File: config.mk
export PLATFORM = sky130hd
export DESIGN_NAME = brb_ctrl
export DESIGN_NICKNAME = d
export VERILOG_FILES = /design/src/brb_pkg.sv /design/src/brb_ctrl.sv
export SDC_FILE = /design/constraint.sdc
export NUM_CORES = 1
export LEC_CHECK = 0
export BUFFER_PORTS_ARGS = -buffer_cell sky130_fd_sc_hd__buf_2
export CORE_AREA = 3 3 40 42
export CTS_BUF_LIST = sky130_fd_sc_hd__clkbuf_8 sky130_fd_sc_hd__clkbuf_16
export DETAILED_ROUTE_END_ITERATION = 6
export DIE_AREA = 0 0 43 45
export PLACE_DENSITY_LB_ADDON = 0.2
export SLEW_MARGIN = 20
export SYNTH_ARGS = -nofsm -noshare
export SYNTH_HDL_FRONTEND = slang
export SYNTH_SLANG_ARGS = --single-unit
File: constraint.sdc
create_clock -name i_clk -period 1.5 [get_ports i_clk]
set_input_delay 0.3 -clock i_clk [delete_from_list [all_inputs] [get_ports i_clk]]
set_output_delay 0.3 -clock i_clk [all_outputs]
set_load 0.05 [all_outputs]
File: src/brb_pkg.sv
package brb_pkg;

    // Storage geometry
    localparam int DEPTH     = 1024;
    localparam int MAX_CHUNK = 8;
    localparam int PTR_W     = $clog2(DEPTH);
    localparam int CNT_W     = 11;
    localparam int SUM_W     = CNT_W + 1;
    localparam int IDX_W     = $clog2(MAX_CHUNK + 1);
    localparam int SLOT_W    = (MAX_CHUNK > 1) ? $clog2(MAX_CHUNK) : 1;
    localparam int DATA_W    = 64;

    // Operation codes
    localparam logic [2:0] MODE_ENQ    = 3'd0;
    localparam logic [2:0] MODE_DEQ    = 3'd1;
    localparam logic [2:0] MODE_PEEK   = 3'd2;
    localparam logic [2:0] MODE_SKIP   = 3'd3;
    localparam logic [2:0] MODE_COMMIT = 3'd4;
    localparam logic [2:0] MODE_CLEAR  = 3'd5;
    localparam logic [2:0] MODE_STATUS = 3'd6;

    // Controller to datapath
    typedef struct packed {
        logic capture;   // latch an input beat
        logic eval;      // check the operation, set up the walk
        logic step;      // move one byte through the memory port
        logic commit;    // update pointers and count
        logic load_out;  // fill the output register
        logic cfg_we;    // take a new size, empty the buffer
    } t_cmd;

    // Datapath to controller
    typedef struct packed {
        logic go_xfer;   // operation moves bytes
        logic last;      // current step is the final byte
        logic out_free;  // output register can take a result
    } t_stat;

endpackage

File: src/brb_ctrl.sv
module brb_ctrl (
    input  logic          i_clk,
    input  logic          i_rst_n,
    input  logic          i_in_valid,
    input  logic          i_cfg_valid,
    input  brb_pkg::t_stat i_stat,
    output brb_pkg::t_cmd  o_cmd,
    output logic          o_in_stall,
    output logic          o_cfg_ready
);

    typedef enum logic [2:0] {
        ST_IDLE,
        ST_EVAL,
        ST_XFER,
        ST_DRAIN,
        ST_COMMIT,
        ST_REPORT
    } t_state;

    t_state r_state;
    t_state n_state;
    logic   r_idle;

    // Decode commands and next state
    always_comb begin
        o_cmd   = '0;
        n_state = r_state;
        unique case (r_state)
            ST_IDLE: begin
                o_cmd.capture = i_in_valid;
                o_cmd.cfg_we  = i_cfg_valid;
                if (i_in_valid) begin
                    n_state = ST_EVAL;
                end
            end
            ST_EVAL: begin
                o_cmd.eval = 1'b1;
                n_state    = i_stat.go_xfer ? ST_XFER : ST_COMMIT;
            end
            ST_XFER: begin
                o_cmd.step = 1'b1;
                if (i_stat.last) begin
                    n_state = ST_DRAIN;
                end
            end
            ST_DRAIN: begin
                n_state = ST_COMMIT;
            end
            ST_COMMIT: begin
                o_cmd.commit = 1'b1;
                n_state      = ST_REPORT;
            end
            ST_REPORT: begin
                if (i_stat.out_free) begin
                    o_cmd.load_out = 1'b1;
                    n_state        = ST_IDLE;
                end
            end
            default: begin
                n_state = ST_IDLE;
            end
        endcase
    end

    // Hold state and the registered idle flag
    always_ff @(posedge i_clk) begin
        if (!i_rst_n) begin
            r_state <= ST_IDLE;
            r_idle  <= 1'b1;
        end else begin
            r_state <= n_state;
            r_idle  <= (n_state == ST_IDLE);
        end
    end

    assign o_in_stall  = !r_idle;
    assign o_cfg_ready = r_idle;

endmodule

* Word level (Yosys, flattened, before mapping)
Cells that the tools add are included.
** Storage, ports and cells
- Bits in registers :: 4
- Word-level logic and storage cells :: 22
- Input port bits :: 7
** Cells by class
- Multiplexer cells :: 12
- Reduce and logical (&&, ||, !) cells :: 3
- Equal/unequal tests :: 5
** Operator list (number)
- $pmux W3 S6 :: 1
- $mux W3 :: 4
- $mux W1 :: 7
- $eq A3 B2 Y1 const B :: 2
- $eq A3 B3 Y1 const B :: 2
- $logic_not A3 Y1 :: 2
- $eq A3 B1 Y1 const B :: 1
- $logic_not A1 Y1 :: 1

* Logic depth before layout (Yosys ltp)
Gate-level depths: netlist of the first run.
- Depth after elaboration :: 3
- Gate-level depth with buffers :: 3

* Least setup slack after synthesis of the first run
OpenSTA, ideal clock, no wires.
- Kind :: register to output
- Start :: register r_state[0]
- End :: output port o_cmd[4] (netlist name)
- Slack :: -0.312 ns
- Data arrival time :: 1.512 ns
- Stages on the path, launching flop included :: 3
- Path through :: dfxtp_1 inv_1 nor3_1
** RTL lines
- start: declaration :: RTL line brb_ctrl.sv:21 : t_state r_state;
- start signal: assignment :: RTL line brb_ctrl.sv:72 : r_state <= n_state;
- end: declaration :: RTL line brb_ctrl.sv:7 : output brb_pkg::t_cmd o_cmd,

==> results of run 1 <==
## final cells by class
cell class,instances,area share (%)
Multi-Input combinational cell,22,34.0
Timing Repair Buffer,15,23.3
Sequential cell,4,21.7
Clock buffer,3,11.0
Inverter,5,5.00
Tap cell,15,5.00
## cell families (layout without fill, tap and decap cells)
group           count (synthesis)  after routing  share of synthesized area [%]
flops                           4              4                           37.0
buf+inv                         5             23                           8.67
compound gates                  7              7                           19.7
simple gates                   15             15                           34.7
## report_power, final
part	leakage [nW]	internal (W)	switching (W)
sequential	0.0333	0.000119	0.0000138
combinational	0.144	0.0000545	0.000115
clock	0.0216	0.000170	0.0000488
## critical path, cell delays in order, from the launching register on
cell,delay [ns]
dfxtp_1,0.37
nor3_2,0.22
and2_1,0.15
buf_4,0.19
## synthesized netlist by cell type (all sizes together)
cell type / n
nor2: 4
and3: 1
nand2b: 2
and2: 2
nand2: 3
nor3: 3
a21o: 1
inv: 5
o21ai: 3
a41o: 1
dfxtp: 4
a21oi: 2
## final timing paths
| path | startpoint | end | slack (ns) | cells after the start |
|---|---|---|---|---|
| worst min register to register | r_state[0] | r_state[2] | 0.59 | 2 |
| worst min-delay path | i_in_valid | o_cfg_ready | 0.38 | 3 |
| worst max-delay path | r_state[1] | o_cmd[5] | 0.07 | 3 |
| worst max register to register | r_state[2] | r_state[0] | 0.52 | 4 |
## metal layers
metal	routed length, um	GRT usage (%)
met2	229	8.08
met5	0	0
met3	69	7.17
met1	267	9.90
met4	0	0
## metrics by stage
stage / cells / instance area (um^2)
floorplan: 31 / 221
detailed placement: 61 / 318
CTS: 64 / 369
global route: 64 / 375
finish: 64 / 375
global placement: 61 / 318
## state kept, by name, indices dropped and copies added, names as in the netlist
| register | flops |
|---|---|
| o_cfg_ready | 1 |
| r_state | 3 |
## timing repair
| item | in CTS | in global routing |
|---|---|---|
| pin swaps | 0 | 0 |
| resized for setup | 3 | 3 |
| setup endpoints to repair | 2 | 3 |
| hold buffers | 0 | 0 |
==> results.md, run 1 <==
Final layout:
- Relative to the synthesized area, the layout overhead comes to 73.4%.
- After the last flow step, the layout net total stands at 58.
- The most frequent standard cell in the layout excluding fill and tap cells is buf_2.
- Cells with a size suffix above 1 make up between 40% and 50% of the layout.
- The top cell types in the final layout, fill and taps aside, are 10 x buf_2, 5 x inv_1, 4 x nor2_1.
- Cells fill 29.2% of the core in the end.
- The area occupied by multi-input gates is approximately 130 um^2.
- Fill cells in the final layout number between 100 and 150.
- The number of diodes added for antenna fixing is 0.
- Summing all flip-flop and latch instances after layout gives slightly above 80 um^2.

Routing:
- The average wire per standard cell is 8.83 um.
- The remaining design rule violation count is 0.
- The first TritonRoute pass finished after 2 iterations.
- In this run the remaining antenna-violating nets after routing total 0.
- The detailed-route vias per instance is 4.08.
- The number of DRC markers in iteration 0 is 3.
- The vias after detailed routing is roughly 260.
- For this block, the routed nets add up to 565 um of wire.

Worst setup path:
- The classification of the worst setup path is reg -> out.
- The maximum fanout along the worst path is 6.
- The data arrival at the endpoint of the critical path is about 1.1 ns.
- The type of origin of the critical path is a flip-flop.
- The endpoint kind of the worst setup timing path is an output pin.
- For the worst setup path, the data required time is between 1 and 1.5 ns.

Floorplan:
- The die is 43 um wide.
- Once the floorplan was initialized, standard cells occupied 16.8% of the core.
- The die covers approximately 1900 um^2.
- The chip height is 45 um.
- In this run the count of I/O pins placed on the die edge is 15.
- The cell row count is 13.
- The core area is ~1300 um^2.

STA:
- The worst path meets setup with a little under 0.07 ns of slack.
- The fmax is roughly 700 MHz.
- Setup repair after global routing left no endpoint under its margin.
- The worst hold slack is between 0.3 and 0.4 ns.
- In the final timing run, aggregate negative setup slack is 0 ns.
- The actual slew at the worst max-slew pin is between 0.2 and 0.3 ns.
- The ratio of final minimum period to clock period is 95.5%.
- Setup violations remaining at the end of the flow were counted as 0.
- The post-route clock skew is approximately 0.0031 ns.
- The minimum clock period is about 1.4 ns.
- The max-slew violation count is 0.
- The number of hold-slack violations in the final timing report was 0.
- The headroom to the max-slew limit is between 80% and 90%.

Placement:
- The placement-stage worst setup slack is 0.145 ns.
- Port buffering added 14 buffers.
- The global placer's final weighted congestion is roughly 0.73.
- After legalization and detailed placement, the total HPWL measured 457 um.

CTS:
- The number of buffers inserted by post-CTS setup repair is 0.
- The clock net in this run drives a total of 4 sinks.
- The clock passes through at most 2 buffers.
- The tree is rooted in a clkbuf_8.
- TritonCTS built the clock tree.
- The clock slew seen by the registers of the worst setup and hold paths is about 0.03 ns.
- The TritonCTS buffer count is 3.
- In this run the number of H-tree levels came out at 1.
- The clock latency on the worst-skew pair is 0.21 ns.

Run:
- Max-cap violations in this run came to 0.

Logic synthesis:
- The number of unique standard cell types used by synthesis is 14.
- The share of the Yosys chip area taken by registers is 37.0%.
- Averaged over all synthesized cells, the footprint is approximately 7.0 um^2.
- Yosys attributes the largest share of cell area to dfxtp_1 37%, inv_1 8.7%, nor3_1 6.9%.
- The gate count of the mapped netlist is 31.
- The mapped netlist covers around 220 um^2.
- Of the post-synthesis cell area, the dominant cell type holds 37.0%.
- The synthesized netlist net count is 38.
- The number of warnings issued by yosys is 0.
- The number of flip-flops and latches in the synthesized netlist is 4.
- The largest area contributor in the synthesized netlist is dfxtp_1.

Global routing:
- The initial antenna violation count was 0.
- The remaining global-route overflow is 0.
- Entering global routing, the biggest net connects 9 pins.
- Across every metal layer, demand over resource in global routing totals under 10%.
- The via count of the first global-routing pass came to 221.
- The global-route wire length before repair is 972 um.

Power and ir drop:
- Power spread over the standard cell area amounts to ~1400 nW/um^2.
- The maximum vdd ir drop is around 750 uV.
- Summing internal, switching and leakage power gives between 0.0005 and 0.0006 W.
- The leakage power is 0.199 nW.

Hold path:
- The path type of the worst min-delay path is in -> reg.

Run status:
- The run finished with clean final reports.
Power figures use the tool's default switching activity.
==> inputs of run 2 (changes only) <==
--- a/config.mk
+++ b/config.mk
@@ -5,6 +5,7 @@
 export SDC_FILE = /design/constraint.sdc
 export NUM_CORES = 1
 export LEC_CHECK = 0
+export ABC_AREA = 1
 export BUFFER_PORTS_ARGS = -buffer_cell sky130_fd_sc_hd__buf_2
 export CORE_AREA = 3 3 40 42
 export CTS_BUF_LIST = sky130_fd_sc_hd__clkbuf_8 sky130_fd_sc_hd__clkbuf_16
==> run 2 against run 1 <==
  * Global-route usage up 0.17 points
  * Largest power group is now combinational logic
  * Largest cell class unchanged
  * Register-to-register slack about the same
  * Utilization up 0.68 points
  * Clock-buffer cell count unchanged
  * Power up 24%
  * Maximum frequency up 1.4%
==> results.md, run 2 <==
CTS:
- The number of buffers inserted by post-CTS setup repair was 0 (unchanged).
- The clock latency on the worst-skew pair is 0.21 ns (about the same).
- The number of sinks driven by the clock tree is 4 (unchanged).
- The TritonCTS buffer count is 3 (unchanged).
- The number of hold-repair buffers added at the cts stage is 0 (unchanged).
- The library cell used as clock root buffer is clkbuf_8.
- The maximum root-to-sink buffer count is 2 (unchanged).
- TritonCTS built the clock tree.
- The H-tree level count is 1 (unchanged).
- The clock slew seen by the registers of the worst setup and hold paths is 0.03 ns (about the same).

Logic synthesis:
- The main flop type after synthesis is dfxtp_1.
- The largest area contributor in the synthesized netlist is dfxtp_1.
- The post-synthesis instance area came to 233 um^2 (+7.5%).
- The synthesized area per cell came to 7.27 um^2 (+4.2%).
- By area the synthesized netlist is led by dfxtp_1 34%, nand3_2 13%, inv_1 9.7%.
- After synthesis, the largest family of logic cells by area is simple AND/OR/NAND/NOR gates.
- The number of flip-flops and latches in the synthesized netlist came to 4 (unchanged).
- The commonest cells after synthesis are 6 x inv_1, 4 x dfxtp_1.
- The leading cell type by number of instances after synthesis is inv_1.
- The number of synthesized flops with an enable pin is 0 (unchanged).
- The fraction of the mapped netlist area in adder cells is 0% (unchanged).
- The post-synthesis simple-gate area fraction is 45.7% (+11 points).
- The fraction of registers with async set or reset after synthesis came to 0% (unchanged).
- The mux share of post-synthesis cell area was 0% (unchanged).
- The top cell type's share of synthesized area was 34.4% (-2.6 points).
- The register area share after synthesis is 34.4% (-2.6 points).
- The number of warnings issued by yosys was 0 (unchanged).
- The synthesized netlist net count came to 39 (+2.6%).
- The xor and xnor fraction of the mapped netlist area is 0% (unchanged).
- The gate count of the mapped netlist is 32 (+3.2%).
- The number of unique standard cell types used by synthesis was 14 (unchanged).
- The complex-gate fraction of the synthesized area is 8.60% (-11 points).

Worst setup path:
- The data arrival at the endpoint of the critical path is 1.11 ns (-0.02 ns).
- The worst setup path is of the reg -> out kind.
- The worst-path cell with the longest stage delay is dfxtp_1.
- STA classifies the critical path endpoint as an output pin.
- Walking the worst path, the cells encountered are nand3_1, inv_1, buf_2.
- The maximum fanout along the worst path came to 7 (+1).
- The cell type group with the largest total delay on the critical path is flip-flops.
- The worst path buffer plus inverter count is 2 (+1).
- The type of origin of the critical path is a flip-flop.
- The longest individual stage delay on the worst path is 0.47 ns (+0.10 ns).
- The data required time of the critical path is 1.20 ns (about the same).

Routing:
- The routed wire length came to 645 um (+14%).
- The average wire per standard cell is 10.1 um (+14%).
- The remaining design rule violation count came to 0 (unchanged).
- The detailed-route vias per instance was 4.17 (+2.3%).
- The vias after detailed routing is 267 (+2.3%).
- The post-route antenna net violation count is 0 (unchanged).
- The total iterations of the first detailed-routing run came to 2 (unchanged).
- The number of DRC markers in iteration 0 is 5 (+2).

Power and ir drop:
- The maximum vdd ir drop came to 602 uV (-20%).
- The power density over cell area is 1690 nW/um^2 (+21%).
- The leakage power is 0.204 nW (+2.7%).
- The power consumption is 0.000648 W (+24%).

Final layout:
- The net count reported at finish is 58 (unchanged).
- The cell area after layout came to 384 um^2 (+2.3%).
- Compared with the post-synthesis result, the final layout area differs by 65.1%.
- Leaving out fill and tap cells, the most frequent cells in the layout are 9 x buf_2, 5 x inv_1, 4 x buf_4.
- Ranked by flip-flop count, first place goes to r_state.
- The post-route non-filler standard cell count was 64 (unchanged).
- The flip-flop count of the largest register after layout is 3 (unchanged).
- Leaving out fill and tap cells, the most frequent cell in the layout is buf_2.
- The number of diodes added for antenna fixing is 0 (unchanged).
- The share of final-layout standard cells stronger than drive strength 1 is 59.2% (+14 points).
- The final core area utilization is 29.9% (+0.68 points).

Placement:
- The placed instance area is 327 um^2 (+2.8%).
- The number of buffers inserted by port buffering is 14 (unchanged).
- The detailed-placement wirelength estimate is 505 um (+10%).
- The count of placed standard cells including taps is 61 (unchanged).
- The global placer's final weighted congestion is 0.704 (-3.4%).

STA:
- The headroom to the max-slew limit was 81.2% (-1.3 points).
- The minimum clock period came to 1.41 ns (-0.0201 ns).
- The post-route clock skew is 0.000619 ns (-0.00245 ns).
- The worst hold slack came to 0.268 ns (-0.115 ns).
- The max-slew violation count is 0 (unchanged).
- The actual slew at the worst max-slew pin is 0.282 ns (+0.0194 ns).
- The fmax came to 708 MHz (+1.4%).
- The number of failing setup endpoints in the final timing report is 0 (unchanged).
- The number of hold-slack violations in the final timing report was 0 (unchanged).
- The ratio of final minimum period to clock period is 94.2% (-1.3 points).

Global routing:
- The global-route usage over all layers was 7.33% (+0.17 points).
- The global-route wire length before repair is 1040 um (+6.5%).
- The initial antenna violation count is 0 (unchanged).
- The via count of the first global-routing pass is 255 (+15%).
- The maximum number of pins on one net before global-route repair is 8 (-1).
- The remaining global-route overflow is 0 (unchanged).

Floorplan:
- The die footprint is 1940 um^2 (unchanged).
- The horizontal extent of the die came to 43 um (unchanged).
- The cell row count is 13 (unchanged).
- The core area came to 1280 um^2 (unchanged).
- The chip height is 45 um (unchanged).
- The boundary pin count is 15 (unchanged).
- The effective utilization at floorplan is 18.1% (+1.3 points).

Run:
- The max capacitance violation total is 0 (unchanged).

Hold path:
- The path type of the worst min-delay path is in -> reg.

Run status:
- The flow ran to the end, and the final reports show no timing, DRC or antenna violations.
[run 2: where the power goes]
part / total [W] / internal [W] / switching [W]
clock network: 0.000223 / 0.000171 / 0.0000525
registers: 0.000151 / 0.000126 / 0.0000245
logic: 0.000274 / 0.0000766 / 0.000198
[run 2: stage by stage]
stage	setup slack (ns)	TNS [ns]
after floorplan	-0.339	-0.659
after global placement	0.192	0
after detailed placement	0.196	0
after CTS	0.00714	0
after global routing	-0.0000115	-0.0000115
final	0.0876	0
[run 2: worst register-to-register path, stage by stage (launching register included)]
cell     delay, ns
dfxtp_1       0.47
inv_2         0.08
nand3_2       0.12
nand3_1       0.11
o21ai_2       0.13
[run 2: path summary, 6_finish.rpt]
check                      to  depth (start not counted)  slack [ns]  startpoint
setup / recovery     o_cmd[3]                          3        0.09  r_state[1]
hold / removal    o_cfg_ready                          2        0.27     i_rst_n
setup reg to reg  o_cfg_ready                          4        0.52  r_state[1]
hold reg to reg    r_state[2]                          2        0.58  r_state[0]
[run 2: layer usage]
| metal | up-vias | routed length, um | GRT usage, % |
|---|---|---|---|
| li1 | 141 | - | - |
| met1 | 116 | 290 | 8.45 |
| met2 | 10 | 306 | 10.8 |
| met3 | 0 | 48 | 1.99 |
| met5 | - | 0 | 0 |
| met4 | 0 | 0 | 7.23 |
[run 2: final cells by class]
| type | count | area (um^2) |
|---|---|---|
| clock buffers | 3 | 41.3 |
| fillers | 149 | 901 |
| inverters | 7 | 26.3 |
| multi-input cells | 21 | 134 |
| flip-flops and latches | 4 | 81.3 |
| well taps | 15 | 18.8 |
| repair buffers | 14 | 82.6 |
[run 2: cell families (layout without fill, tap and decap cells)]
| logic type | after synthesis | after routing |
|---|---|---|
| AO/OA/AOI/OAI | 3 | 3 |
| buffers and inverters | 7 | 24 |
| flip-flops | 4 | 4 |
| AND/OR/NAND/NOR | 18 | 18 |
[run 2: what timing repair did]
action / CTS / global route
pin swaps: 0 / 1
gates cloned: 0 / 0
endpoints found under the hold margin: 0 / 0
gates resized for setup: 4 / 4
setup endpoints to repair: 4 / 6
